[config.mk]
export PLATFORM = sky130hd
export DESIGN_NAME = cis_search
export DESIGN_NICKNAME = d
export VERILOG_FILES = /design/src/rtl/cis_pkg.sv /design/src/rtl/cis_search.sv
export SDC_FILE = /design/constraint.sdc
export NUM_CORES = 1
export LEC_CHECK = 0
export BUFFER_PORTS_ARGS = -buffer_cell sky130_fd_sc_hd__buf_2
export CAP_MARGIN = 20
export CELL_PAD_IN_SITES_DETAIL_PLACEMENT = 0
export CELL_PAD_IN_SITES_GLOBAL_PLACEMENT = 1
export CORE_ASPECT_RATIO = 1.5
export CORE_UTILIZATION = 50
export CTS_BUF_LIST = sky130_fd_sc_hd__clkbuf_4 sky130_fd_sc_hd__clkbuf_8
export DETAILED_ROUTE_END_ITERATION = 6
export PLACE_DENSITY_LB_ADDON = 0.3
export SKIP_LAST_GASP = 1
export SLEW_MARGIN = 10
export SYNTH_ARGS = -nofsm -noshare
export SYNTH_HDL_FRONTEND = slang
export SYNTH_SLANG_ARGS = --single-unit
export TNS_END_PERCENT = 1
[constraint.sdc]
create_clock -name clk -period 19.95 [get_ports clk]
set_clock_uncertainty 0.2 [all_clocks]
set_input_delay 3.99 -clock clk [delete_from_list [all_inputs] [get_ports clk]]
set_output_delay 3.99 -clock clk [all_outputs]
set_load 0.02 [all_outputs]
[src/rtl/cis_pkg.sv]
package cis_pkg;

  localparam int WEIGHT_W = 16;
  localparam int FRAC_W = 16;
  localparam int TOTAL_W = 26;
  localparam int PROD_W = TOTAL_W + FRAC_W;
  localparam int LEN_CFG_W = 11;
  localparam int IDX_W = 10;

  localparam int MAX_BUCKETS_DEF = 1024;
  localparam int DEFAULT_LENGTH = 1024;

  localparam logic [TOTAL_W-1:0] TOTAL_MAX = '1;

  typedef enum logic {
    OP_LOAD = 1'b0,
    OP_DRAW = 1'b1
  } op_t;

  typedef struct packed {
    op_t               op;
    logic [WEIGHT_W-1:0] weight;
    logic [FRAC_W-1:0]   uniform_frac;
  } item_t;

  typedef struct packed {
    logic [IDX_W-1:0] bucket_index;
    logic             zero_total;
  } result_t;

  // Control from the top level to the search sequencer.
  typedef struct packed {
    logic start;
    logic take;
  } srch_ctl_t;

  // Status from the search sequencer back to the top level.
  typedef struct packed {
    logic busy;
    logic done;
  } srch_stat_t;

endpackage

[src/rtl/cis_search.sv]
module cis_search #(
  parameter int MAX_BUCKETS = cis_pkg::MAX_BUCKETS_DEF
) (
  input  logic                              clk,
  input  logic                              rst,
  input  cis_pkg::srch_ctl_t                ctl,
  output cis_pkg::srch_stat_t               stat,
  input  logic [cis_pkg::FRAC_W-1:0]        uniform_frac,
  input  logic [cis_pkg::TOTAL_W-1:0]       total,
  input  logic [$clog2(MAX_BUCKETS+1)-1:0]  n,
  output logic [$clog2(MAX_BUCKETS)-1:0]    raddr,
  input  logic [cis_pkg::TOTAL_W-1:0]       rdata,
  output logic [cis_pkg::IDX_W-1:0]         bucket_index,
  output logic                              zero_total
);

  localparam int CNT_W = $clog2(MAX_BUCKETS + 1);
  localparam int AW = $clog2(MAX_BUCKETS);

  typedef enum logic [2:0] {
    S_IDLE,
    S_MUL,
    S_SEARCH,
    S_CHECK,
    S_DONE
  } state_t;

  state_t                       state;
  logic [cis_pkg::FRAC_W-1:0]   u_q;
  logic [cis_pkg::TOTAL_W-1:0]  total_q;
  logic [CNT_W-1:0]             n_q;
  logic [cis_pkg::PROD_W-1:0]   target;
  logic [CNT_W-1:0]             lo;
  logic [CNT_W-1:0]             hi;
  logic [CNT_W-1:0]             mid;
  logic                         p_zero;

  logic [cis_pkg::TOTAL_W-1:0]  p;
  logic [cis_pkg::PROD_W-1:0]   p_ext;
  logic                         ge;
  logic                         eq;
  logic [CNT_W-1:0]             lo_next;
  logic [CNT_W-1:0]             hi_next;
  logic [CNT_W:0]               mid_sum;
  logic [CNT_W-1:0]             mid_next;
  logic [CNT_W-1:0]             mid_first;
  logic                         more;
  logic [CNT_W-1:0]             probe;
  logic [CNT_W-1:0]             probe_m1;
  logic [CNT_W-1:0]             r_raw;
  logic [CNT_W-1:0]             n_m1;
  logic [CNT_W-1:0]             r_sel;
  logic [cis_pkg::PROD_W-1:0]   product;

  // The one compare unit: the probed prefix, scaled to the product's fraction.
  always_comb begin
    p = p_zero ? '0 : rdata;
    p_ext = {p, {cis_pkg::FRAC_W{1'b0}}};
    ge = (p_ext >= target);
    eq = (p_ext == target);
  end

  always_comb begin
    lo_next = ge ? lo : mid + CNT_W'(1);
    hi_next = ge ? mid : hi;
    mid_sum = {1'b0, lo_next} + {1'b0, hi_next};
    mid_next = mid_sum[CNT_W:1];
    mid_first = n_q >> 1;
    more = (lo_next < hi_next);
    if (state == S_MUL) begin
      probe = mid_first;
    end else if (more) begin
      probe = mid_next;
    end else begin
      probe = lo_next;
    end
    probe_m1 = probe - CNT_W'(1);
    raddr = probe_m1[AW-1:0];
  end

  always_comb begin
    if (eq) begin
      r_raw = lo;
    end else if (lo == '0) begin
      r_raw = '0;
    end else begin
      r_raw = lo - CNT_W'(1);
    end
    n_m1 = n_q - CNT_W'(1);
    r_sel = (r_raw > n_m1) ? n_m1 : r_raw;
  end

  assign product = {{cis_pkg::TOTAL_W{1'b0}}, u_q} * {{cis_pkg::FRAC_W{1'b0}}, total_q};

  always_ff @(posedge clk) begin
    if (rst) begin
      state <= S_IDLE;
    end else begin
      unique case (state)
        S_IDLE: begin
          if (ctl.start) begin
            u_q <= uniform_frac;
            total_q <= total;
            n_q <= n;
            if (total == '0) begin
              bucket_index <= '0;
              zero_total <= 1'b1;
              state <= S_DONE;
            end else begin
              zero_total <= 1'b0;
              state <= S_MUL;
            end
          end
        end
        S_MUL: begin
          target <= product;
          lo <= '0;
          hi <= n_q;
          mid <= mid_first;
          p_zero <= (mid_first == '0);
          state <= S_SEARCH;
        end
        S_SEARCH: begin
          lo <= lo_next;
          hi <= hi_next;
          if (more) begin
            mid <= mid_next;
            p_zero <= (mid_next == '0);
          end else begin
            p_zero <= (lo_next == '0);
            state <= S_CHECK;
          end
        end
        S_CHECK: begin
          bucket_index <= cis_pkg::IDX_W'(r_sel);
          state <= S_DONE;
        end
        S_DONE: begin
          if (ctl.take) begin
            state <= S_IDLE;
          end
        end
        default: begin
          state <= S_IDLE;
        end
      endcase
    end
  end

  assign stat.busy = (state != S_IDLE);
  assign stat.done = (state == S_DONE);

endmodule

==> summary.txt, run 1 <==
Status
  • Outcome: finished, final reports clean

Clock network
  • # hold bufs at CTS: 0
  • Clock root cell: clkbuf_8
  • Worst-path clk slew: 0.10 ns
  • Worst-skew pair later-pin latency: 0.51 ns
  • CTS tree: done
  • CTS Buffer Depth: 2
  • Num Clock Sinks: 143
  • Post-CTS resize count: 0
  • H-tree depth: 4
  • Post-CTS setup buffers: 0
  • Number of buffers created by CTS: 17

Worst setup path
  • Reg2Reg Setup Slack: 11.84 ns
  • Critical-path top delay cell: and2_4
  • WP data required: 15.76 ns
  • Peak fanout along the critical path: 26
  • CP dominant cell by count: ha_1
  • CP Data Arrival Time: 9.89 ns
  • Crit-path leading delay family: compound AO/OA/AOI/OAI gates
  • FF-to-FF Start: u_q[4]$_DFFE_PP_
  • Crit path kind: primary input to primary output
  • Crit end category: primary output
  • Slowest Stage Delay on Critical Path: 0.42 ns
  • Critical Path Source Type: primary input
  • Setup crit start: rdata[19]
  • Register-to-Register Path Depth: 24
  • Worst r2r dst: target[41]$_DFFE_PP_
  • WP buf/inv: 4

Timing
  • Setup TNS Final: 0 ns
  • Pins Over Slew Limit: 0
  • Slew headroom: 0.202
  • RSZ-0062 raised after global routing: false
  • Max Fclk: 71.0 MHz
  • Final period utilization: 0.706
  • Period minus WS final: 14.08 ns
  • Final setup margin: 5.87 ns
  • Hold Fails Final Rpt: 0
  • Setup violators final: 0
  • Worst Tran Pin Value: 1.20 ns

Synth
  • Seq/Total Area, Yosys: 0.202
  • Warnings from Yosys: 0
  • Netlist cell types: 72
  • Number of flops mapped to enable cells by yosys: 140
  • Post-synthesis area per instance: 9.56 um^2
  • Asr flop ratio synth: 0
  • Top cells by area, synth: fa_1, edfxtp_1, ha_1
  • Number of synthesized register bits: 143
  • Top_reg_cell synth: edfxtp_1
  • Synthesized area: 21100 um^2
  • Cell count after synthesis: 2206
  • Post-synth net total: 2799
  • Post-synth top area cell: fa_1
  • Post-synth top area share: 0.318

Global route
  • Largest net degree at the start of global routing: 43
  • GR Overflow Total: 0
  • First-pass GRT wire length: 88100 um
  • Vias in the first global route: 16900
  • M2 GR Usage: 0.500
  • Initial antenna violation count: 1
  • GR Util All Layers: 0.271
  • Grt met3 use: 0.0301
  • Met1 Usage GRT: 0.308
  • Gr busiest metal: met2

Placed design
  • Port bufs: 105
  • Cell Area, Placed: 22200 um^2
  • Routability Congestion: 0.904
  • Post-Place Cells: 2808
  • Detail Placement HPWL: 43400 um
  • DP Worst Slack: 5.89 ns

Hold path
  • Hold Crit Class: flop to flop
  • Worst Hold End: hi[4]$_DFFE_PP_
  • Hold Path Origin: hi[4]$_DFFE_PP_
  • Worst Hold Path Cells: 2

Layout
  • Layout area overhead: 7.16%
  • Final instance area: 22600 um^2
  • # nets final: 2864
  • Layout cell share with drive strength beyond 1: 0.0797
  • Commonest non-fill, non-tap cell in the layout: inv_1
  • Cell Count, Final, Fillers Out: 2843
  • Leading cell types in the layout, fill and taps excluded: inv_1, fa_1, nand2_1, and2_1, ha_1

Detailed routing
  • TritonRoute pass-1 iters: 5
  • Remaining DRCs: 0
  • WL final: 54300 um
  • Via count: 15600
  • DR iter-0 viols: 754
  • Post-route ant nets: 0
  • Vias per cell: 5.49
  • Wire per inst: 19.1 um

Floorplan
  • Ports: 106
  • Starting Density: 0.510
  • DIE AREA: 43000 um^2
  • Die X-Extent: 170 um
  • Core Area: 41300 um^2
  • Row Count: 91
  • Chip height: 253 um

Job
  • # Max-Cap Violations: 0
==> through the flow <==
step                hold slack (ns)   util
global placement              0.470  0.536
finish                        0.513  0.547
floorplan                     0.398      -
global route                  0.539  0.547
CTS                           0.509  0.546
detailed placement            0.486  0.536
==> worst max path at each step <==
stage               cells after the start  slack, ns  endpoint
floorplan                              29       5.91  raddr[6]
global placement                       27       6.05  raddr[6]
detailed placement                     27       5.89  raddr[6]
CTS                                    27       5.86  raddr[6]
global route                           26       5.48  raddr[6]
finish                                 27       5.87  raddr[6]
==> sequential cells by signal (all words and copies together) (netlist names) <==
name,flops
total_q,26
n_q,11
target,42
hi,11
mid,11
state,3
bucket_index,10
lo,11
p_zero,1
zero_total,1
u_q,16
==> cells by family after synthesis <==
kind of cell	synth area share
xor gates and xnor gates	0.0307
and+or+nand+nor	0.170
muxes	0.0116
AOI/OAI and AO/OA	0.0703
adders and majority gates	0.422
DFF	0.202
buffers and inverters	0.0930
==> worst reg2reg max path, delay by kind of cell (launching register included) <==
kind                       cells  cell delay [ns]
buffers and inverters          4             0.23
xor gates and xnor gates       1             0.11
AOI/OAI and AO/OA             11             2.62
and+or+nand+nor                1             0.30
adders and majority gates      7             3.21
DFF                            1             1.16
==> area by class of cell <==
class | instances | area [um^2]
Fill cell | 3732 | 18700
Multi-Input combinational cell | 1545 | 14900
Sequential cell | 143 | 4260
Inverter | 436 | 1640
Timing Repair Buffer | 128 | 714
Tap cell | 558 | 698
Clock buffer | 17 | 234
Clock inverter | 15 | 163
Antenna cell | 1 | 2.50
==> routing by layer <==
metal | up-vias | wire (um) | part of all wire
met1 | 7932 | 20500 | 0.38
met2 | 458 | 29000 | 0.53
met5 | - | 0 | 0
met3 | 150 | 2200 | 0.041
li1 | 7058 | - | -
met4 | 0 | 2600 | 0.048
==> cell usage after synthesis (5+ instances only) <==
library cell / number
fa_1: 335
mux2i_1: 20
nand2b_1: 18
nand3_1: 19
xor2_1: 23
a21o_1: 31
and2_1: 181
nor2_1: 81
xnor2_1: 51
o21ai_0: 47
o21a_1: 14
nor4_1: 16
o21bai_1: 8
ha_1: 175
nor2b_1: 33
edfxtp_1: 140
nor3_1: 20
clkbuf_1: 79
and3_1: 9
inv_1: 436
a21oi_1: 70
a211oi_1: 14
nand2_1: 288
nor3b_1: 5
nand4_1: 13
Power of run 1 is not shown: default switching activity piles up to over one toggle a cycle in this logic, so the estimate is an artifact.
==> inputs of run 2 (changes only) <==
CORE_UTILIZATION = 46   (was 50)
clock period = 11.6 ns   (was 19.95 ns; I/O delays follow)
==> summary.txt, run 2 (same netlist as run 1, synthesis figures left out) <==
Status
  • Outcome: finished, final reports clean

Detailed routing
  • TritonRoute pass-1 iters: 7 (+2)
  • Via count: 15400 (-1.3%)
  • Wire per inst: 19.2 um (+0.68%)
  • DR iter-0 viols: 767 (+1.7%)
  • WL final: 55200 um (+1.6%)
  • Remaining DRCs: 0 (unchanged)
  • Vias per cell: 5.37 (-2.1%)
  • Post-route ant nets: 0 (unchanged)

Layout
  • Leading cell types in the layout, fill and taps excluded: inv_1, fa_1, nand2_1, and2_1, ha_1
  • Layout cell share with drive strength beyond 1: 0.0796 (about the same)
  • Reg with most FFs: target
  • # nets final: 2866 (+0.070%)
  • Layout area overhead: 7.42%
  • Commonest non-fill, non-tap cell in the layout: inv_1
  • Largest register FFs: 42 (unchanged)
  • # fillers: 4234 (+13%)
  • Top Registers: target: 42 flops, total_q: 26 flops, u_q: 16 flops

Placed design
  • Detail Placement HPWL: 44300 um (+2.0%)
  • Port bufs: 105 (unchanged)
  • Routability Congestion: 0.909 (+0.52%)

Global route
  • First-pass GRT wire length: 89900 um (+2.0%)
  • Largest net degree at the start of global routing: 55 (+28%)
  • GR Util All Layers: 0.253 (-0.0178)
  • Initial antenna violation count: 1 (unchanged)
  • GR Overflow Total: 0 (unchanged)
  • Vias in the first global route: 16900 (-0.053%)

Timing
  • RSZ-0062 raised after global routing: false
  • Worst Tran Pin Value: 1.10 ns (-0.0926 ns)
  • Max Fclk: 92.7 MHz
  • Setup violators final: 0 (unchanged)
  • Pins Over Slew Limit: 0 (unchanged)
  • Setup TNS Final: 0 ns (unchanged)
  • Final period utilization: 0.930
  • Period minus WS final: 10.79 ns
  • Slew headroom: 0.261 (+0.0590)
  • Hold Fails Final Rpt: 0 (unchanged)

Floorplan
  • Row Count: 95 (+4.4%)
  • Ports: 106 (unchanged)
  • Chip height: 264 um (+4.2%)
  • Die X-Extent: 177 um (+4.2%)
  • DIE AREA: 46700 um^2 (+8.6%)
  • Core Area: 45000 um^2 (+9.0%)
  • Starting Density: 0.468 (-0.0421)

Worst setup path
  • FF-to-FF Start: u_q[4]$_DFFE_PP_
  • Crit end category: primary output
  • Crit path kind: primary input to primary output
  • WP data required: 9.08 ns (-6.68 ns)
  • CP Data Arrival Time: 8.27 ns (-1.62 ns)
  • Peak fanout along the critical path: 26 (unchanged)
  • Setup crit start: rdata[21]
  • Critical Path Source Type: primary input

Clock network
  • CTS tree: done
  • # hold bufs at CTS: 0 (unchanged)
  • Worst-skew pair later-pin latency: 0.52 ns (about the same)
  • Num Clock Sinks: 143 (unchanged)
  • Number of buffers created by CTS: 17 (unchanged)
  • CTS Buffer Depth: 2 (unchanged)
  • Worst-path clk slew: 0.09 ns (about the same)
  • H-tree depth: 4 (unchanged)
  • Post-CTS setup buffers: 0 (unchanged)
  • Post-CTS resize count: 0 (unchanged)
  • Clock root cell: clkbuf_8

Job
  • # Max-Cap Violations: 0 (unchanged)

Hold path
  • Hold Crit Class: flop to flop
  • Hold Path Origin: hi[7]$_DFFE_PP_
run 2: stage by stage:
stage	hold WS [ns]	cell area (um^2)	setup WS, ns	cells	util
finish	0.509	22600	0.812	2868	0.503
global route	0.536	22600	0.371	2868	0.503
CTS	0.507	22600	0.831	2866	0.502
detailed placement	0.481	22200	0.854	2835	0.493
global placement	0.468	22200	0.981	2834	0.493
floorplan	0.398	21100	0.899	2206	-
run 2: critical path: stages:
cell       delay [ns]
buf_2            0.10
nor2b_1          0.13
ha_1             0.34
and2_1           0.18
a221o_1          0.30
a221oi_1         0.38
o21a_2           0.32
and2_4           0.42
mux2i_1          0.41
inv_1            0.12
ha_1             0.42
nor2_1           0.19
o21ai_0          0.12
a311oi_1         0.27
o31ai_1          0.13
and2_1           0.15
a41o_1           0.23
or2_4            0.32
mux2_1           0.33
a21oi_1          0.17
inv_1            0.06
ha_1             0.22
o2111ai_1        0.13
nor2_1           0.07
nand2_1          0.09
xnor2_1          0.13
buf_2            0.19
run 2: worst paths after layout:
check / to / slack (ns) / cells past startpoint
max: raddr[6] / 0.81 / 27
min: hi[7]$_DFFE_PP_ / 0.51 / 2
max reg2reg: target[41]$_DFFE_PP_ / 3.66 / 24
min reg2reg: hi[7]$_DFFE_PP_ / 0.51 / 2
run 2: routing by layer:
| metal | share of wire | track usage | routed length (um) | vias up |
|---|---|---|---|---|
| met5 | 0 | 0 | 0 | - |
| met4 | 0.034 | 0.100 | 1890 | 0 |
| met3 | 0.029 | 0.0245 | 1620 | 101 |
| met2 | 0.55 | 0.475 | 30200 | 354 |
| met1 | 0.39 | 0.291 | 21500 | 7881 |
| li1 | - | - | - | 7063 |
run 2: cell type report:
class	instances	area, um^2	area share
antenna	1	2.50	0.000111
clock buffer	19	249	0.0110
clock inverter	12	136	0.00602
inverter	436	1640	0.0723
multi-input combinational	1545	14900	0.657
sequential	143	4260	0.188
tap	582	728	0.0322
timing repair buffer	130	751	0.0332
Power of run 2 is left out for the same reason.
==> inputs of run 3 (changes only) <==
--- a/config.mk
+++ b/config.mk
@@ -12,3 +12,3 @@
 export CORE_ASPECT_RATIO = 1.5
-export CORE_UTILIZATION = 46
+export CORE_UTILIZATION = 45
 export CTS_BUF_LIST = sky130_fd_sc_hd__clkbuf_4 sky130_fd_sc_hd__clkbuf_8
==> constraint.sdc (replaced) <==
create_clock -name clk -period 11.6 [get_ports clk]
set_clock_uncertainty 0.2 [all_clocks]
set_input_delay 0.58 -clock clk [delete_from_list [all_inputs] [get_ports clk]]
set_output_delay 0.58 -clock clk [all_outputs]
set_load 0.02 [all_outputs]
==> summary.txt, run 3 (same netlist as run 1, synthesis figures left out) <==
Status
  • Outcome: finished, final reports clean

Global route
  • GR Util All Layers: 0.253 (-0.000929)
  • Largest net degree at the start of global routing: 55 (unchanged)
  • Vias in the first global route: 17100 (+1.3%)
  • First-pass GRT wire length: 90300 um (+0.42%)
  • GR Overflow Total: 0 (unchanged)
  • Initial antenna violation count: 1 (unchanged)

Worst setup path
  • Peak fanout along the critical path: 26 (unchanged)
  • Register-to-Register Path Depth: 25 (+4.2%)
  • WP data required: 10.82 ns (+1.74 ns)
  • CP Data Arrival Time: 7.48 ns (-0.79 ns)
  • Crit end category: primary output
  • Worst r2r dst: target[41]$_DFFE_PP_
  • Setup crit start: p_zero$_DFFE_PP_
  • Critical Path Source Type: flop
  • Crit path kind: flop to primary output
  • Reg2Reg Setup Slack: 3.41 ns (-0.25 ns)
  • FF-to-FF Start: u_q[7]$_DFFE_PP_

Clock network
  • Num Clock Sinks: 143 (unchanged)
  • Post-CTS resize count: 0 (unchanged)
  • H-tree depth: 4 (unchanged)
  • CTS tree: done
  • Clock root cell: clkbuf_8
  • Worst-skew pair later-pin latency: 0.52 ns (about the same)
  • Post-CTS setup buffers: 0 (unchanged)
  • Number of buffers created by CTS: 17 (unchanged)
  • Worst-path clk slew: 0.09 ns (about the same)
  • CTS Buffer Depth: 2 (unchanged)

Placed design
  • Routability Congestion: 0.906 (-0.32%)
  • Detail Placement HPWL: 44200 um (-0.23%)
  • Port bufs: 105 (unchanged)

Timing
  • Period minus WS final: 8.26 ns (-2.53 ns)
  • Setup TNS Final: 0 ns (unchanged)
  • Worst Tran Pin Value: 1.13 ns (+0.0298 ns)
  • Final period utilization: 0.712 (-0.218)
  • Max Fclk: 121 MHz (+31%)
  • Pins Over Slew Limit: 0 (unchanged)
  • Hold Fails Final Rpt: 0 (unchanged)
  • Setup violators final: 0 (unchanged)
  • RSZ-0062 raised after global routing: false
  • Slew headroom: 0.244 (-0.0172)

Layout
  • Leading cell types in the layout, fill and taps excluded: inv_1, fa_1, nand2_1, and2_1, ha_1
  • Layout area overhead: 7.96%
  • Layout cell share with drive strength beyond 1: 0.0758 (-0.00390)
  • Top Registers: target: 42 flops, total_q: 26 flops, u_q: 16 flops
  • # nets final: 2877 (+0.38%)
  • Largest register FFs: 42 (unchanged)
  • Commonest non-fill, non-tap cell in the layout: inv_1
  • Reg with most FFs: target

Floorplan
  • DIE AREA: 47700 um^2 (+2.2%)
  • Chip height: 267 um (+1.1%)
  • Die X-Extent: 179 um (+1.1%)
  • Starting Density: 0.458 (-0.00971)
  • Row Count: 96 (+1.1%)
  • Ports: 106 (unchanged)
  • Core Area: 46000 um^2 (+2.1%)

Detailed routing
  • Post-route ant nets: 0 (unchanged)
  • Wire per inst: 19.2 um (-0.40%)
  • DR iter-0 viols: 813 (+6.0%)
  • TritonRoute pass-1 iters: 5 (-2)
  • Remaining DRCs: 0 (unchanged)
  • WL final: 55300 um (+0.22%)
  • Via count: 15400 (-0.12%)
  • Vias per cell: 5.33 (-0.74%)

Hold path
  • Hold Path Origin: n[10]
  • Worst Hold Path Cells: 1 (-1)
  • Hold Crit Class: primary input to flop
  • Worst Hold End: n_q[10]$_DFFE_PP_

Job
  • # Max-Cap Violations: 0 (unchanged)
## run 3: cell count changes in the layout (fill, tap and decap cells not counted), moves of 2 or more
cell and change:
buf_4 -10, bufinv_16 -2, clkbuf_4 -2, dlygate4sd3_1 +19
## run 3: timing repair
action,in CTS,in global routing
endpoints found under the setup margin,0,0
endpoints found under the hold margin,19,0
hold buffers,19,0
## run 3: worst max-delay path by stage
stage                           endpoint  slack [ns]  depth (start not counted)
floorplan                       raddr[6]        4.29                         30
global placement    target[41]$_DFFE_PP_        3.49                         25
detailed placement  target[41]$_DFFE_PP_        3.45                         25
CTS                             raddr[6]        3.30                         25
global route                    raddr[6]        2.82                         25
finish                          raddr[6]        3.34                         25
## run 3: routing by layer
| metal | vias up | GRT usage | wire length (um) |
|---|---|---|---|
| met1 | 7787 | 0.281 | 20500 |
| li1 | 7083 | - | - |
| met4 | 0 | 0.137 | 2930 |
| met3 | 126 | 0.0227 | 1690 |
| met5 | - | 0 | 0 |
| met2 | 385 | 0.468 | 30200 |
## run 3: through the flow
step / cell area (um^2) / util / setup slack (ns) / std cells / hold WS (ns)
final: 22800 / 0.495 / 3.34 / 2886 / 0.0415
after global routing: 22800 / 0.495 / 2.82 / 2886 / 0.0207
after CTS: 22700 / 0.493 / 3.30 / 2881 / 0.000110
after detailed placement: 22100 / 0.481 / 3.45 / 2830 / 0.493
after global placement: 22100 / 0.481 / 3.49 / 2829 / 0.467
after floorplan: 21100 / - / 4.29 / 2206 / 0.398
## run 3: critical path: stages, from the launching register on
cell and delay, ns:
edfxtp_1 0.94, nor2b_1 0.13, ha_1 0.34, a21o_1 0.16
a221o_1 0.31, a221oi_1 0.40, o21a_2 0.30, and2_4 0.41
mux2i_1 0.47, inv_1 0.13, ha_1 0.44, nor2_1 0.17
o21ai_0 0.15, a311oi_1 0.29, o31ai_1 0.15, and2_1 0.16
a41o_1 0.22, or2_4 0.32, mux2i_1 0.15, mux2i_1 0.30
ha_1 0.27, o2111ai_1 0.17, nor2_1 0.13, nand2_1 0.07
xnor2_1 0.16, buf_2 0.19
## run 3: layout make-up
| type | count | area [um^2] |
|---|---|---|
| antenna | 1 | 2.50 |
| clock buffer | 17 | 234 |
| clock inverter | 15 | 129 |
| fill | 4346 | 23200 |
| inverter | 436 | 1640 |
| multi-input combinational | 1545 | 14900 |
| sequential | 143 | 4260 |
| tap | 588 | 736 |
| timing repair buffer | 141 | 880 |
Power of run 3 is left out for the same reason.
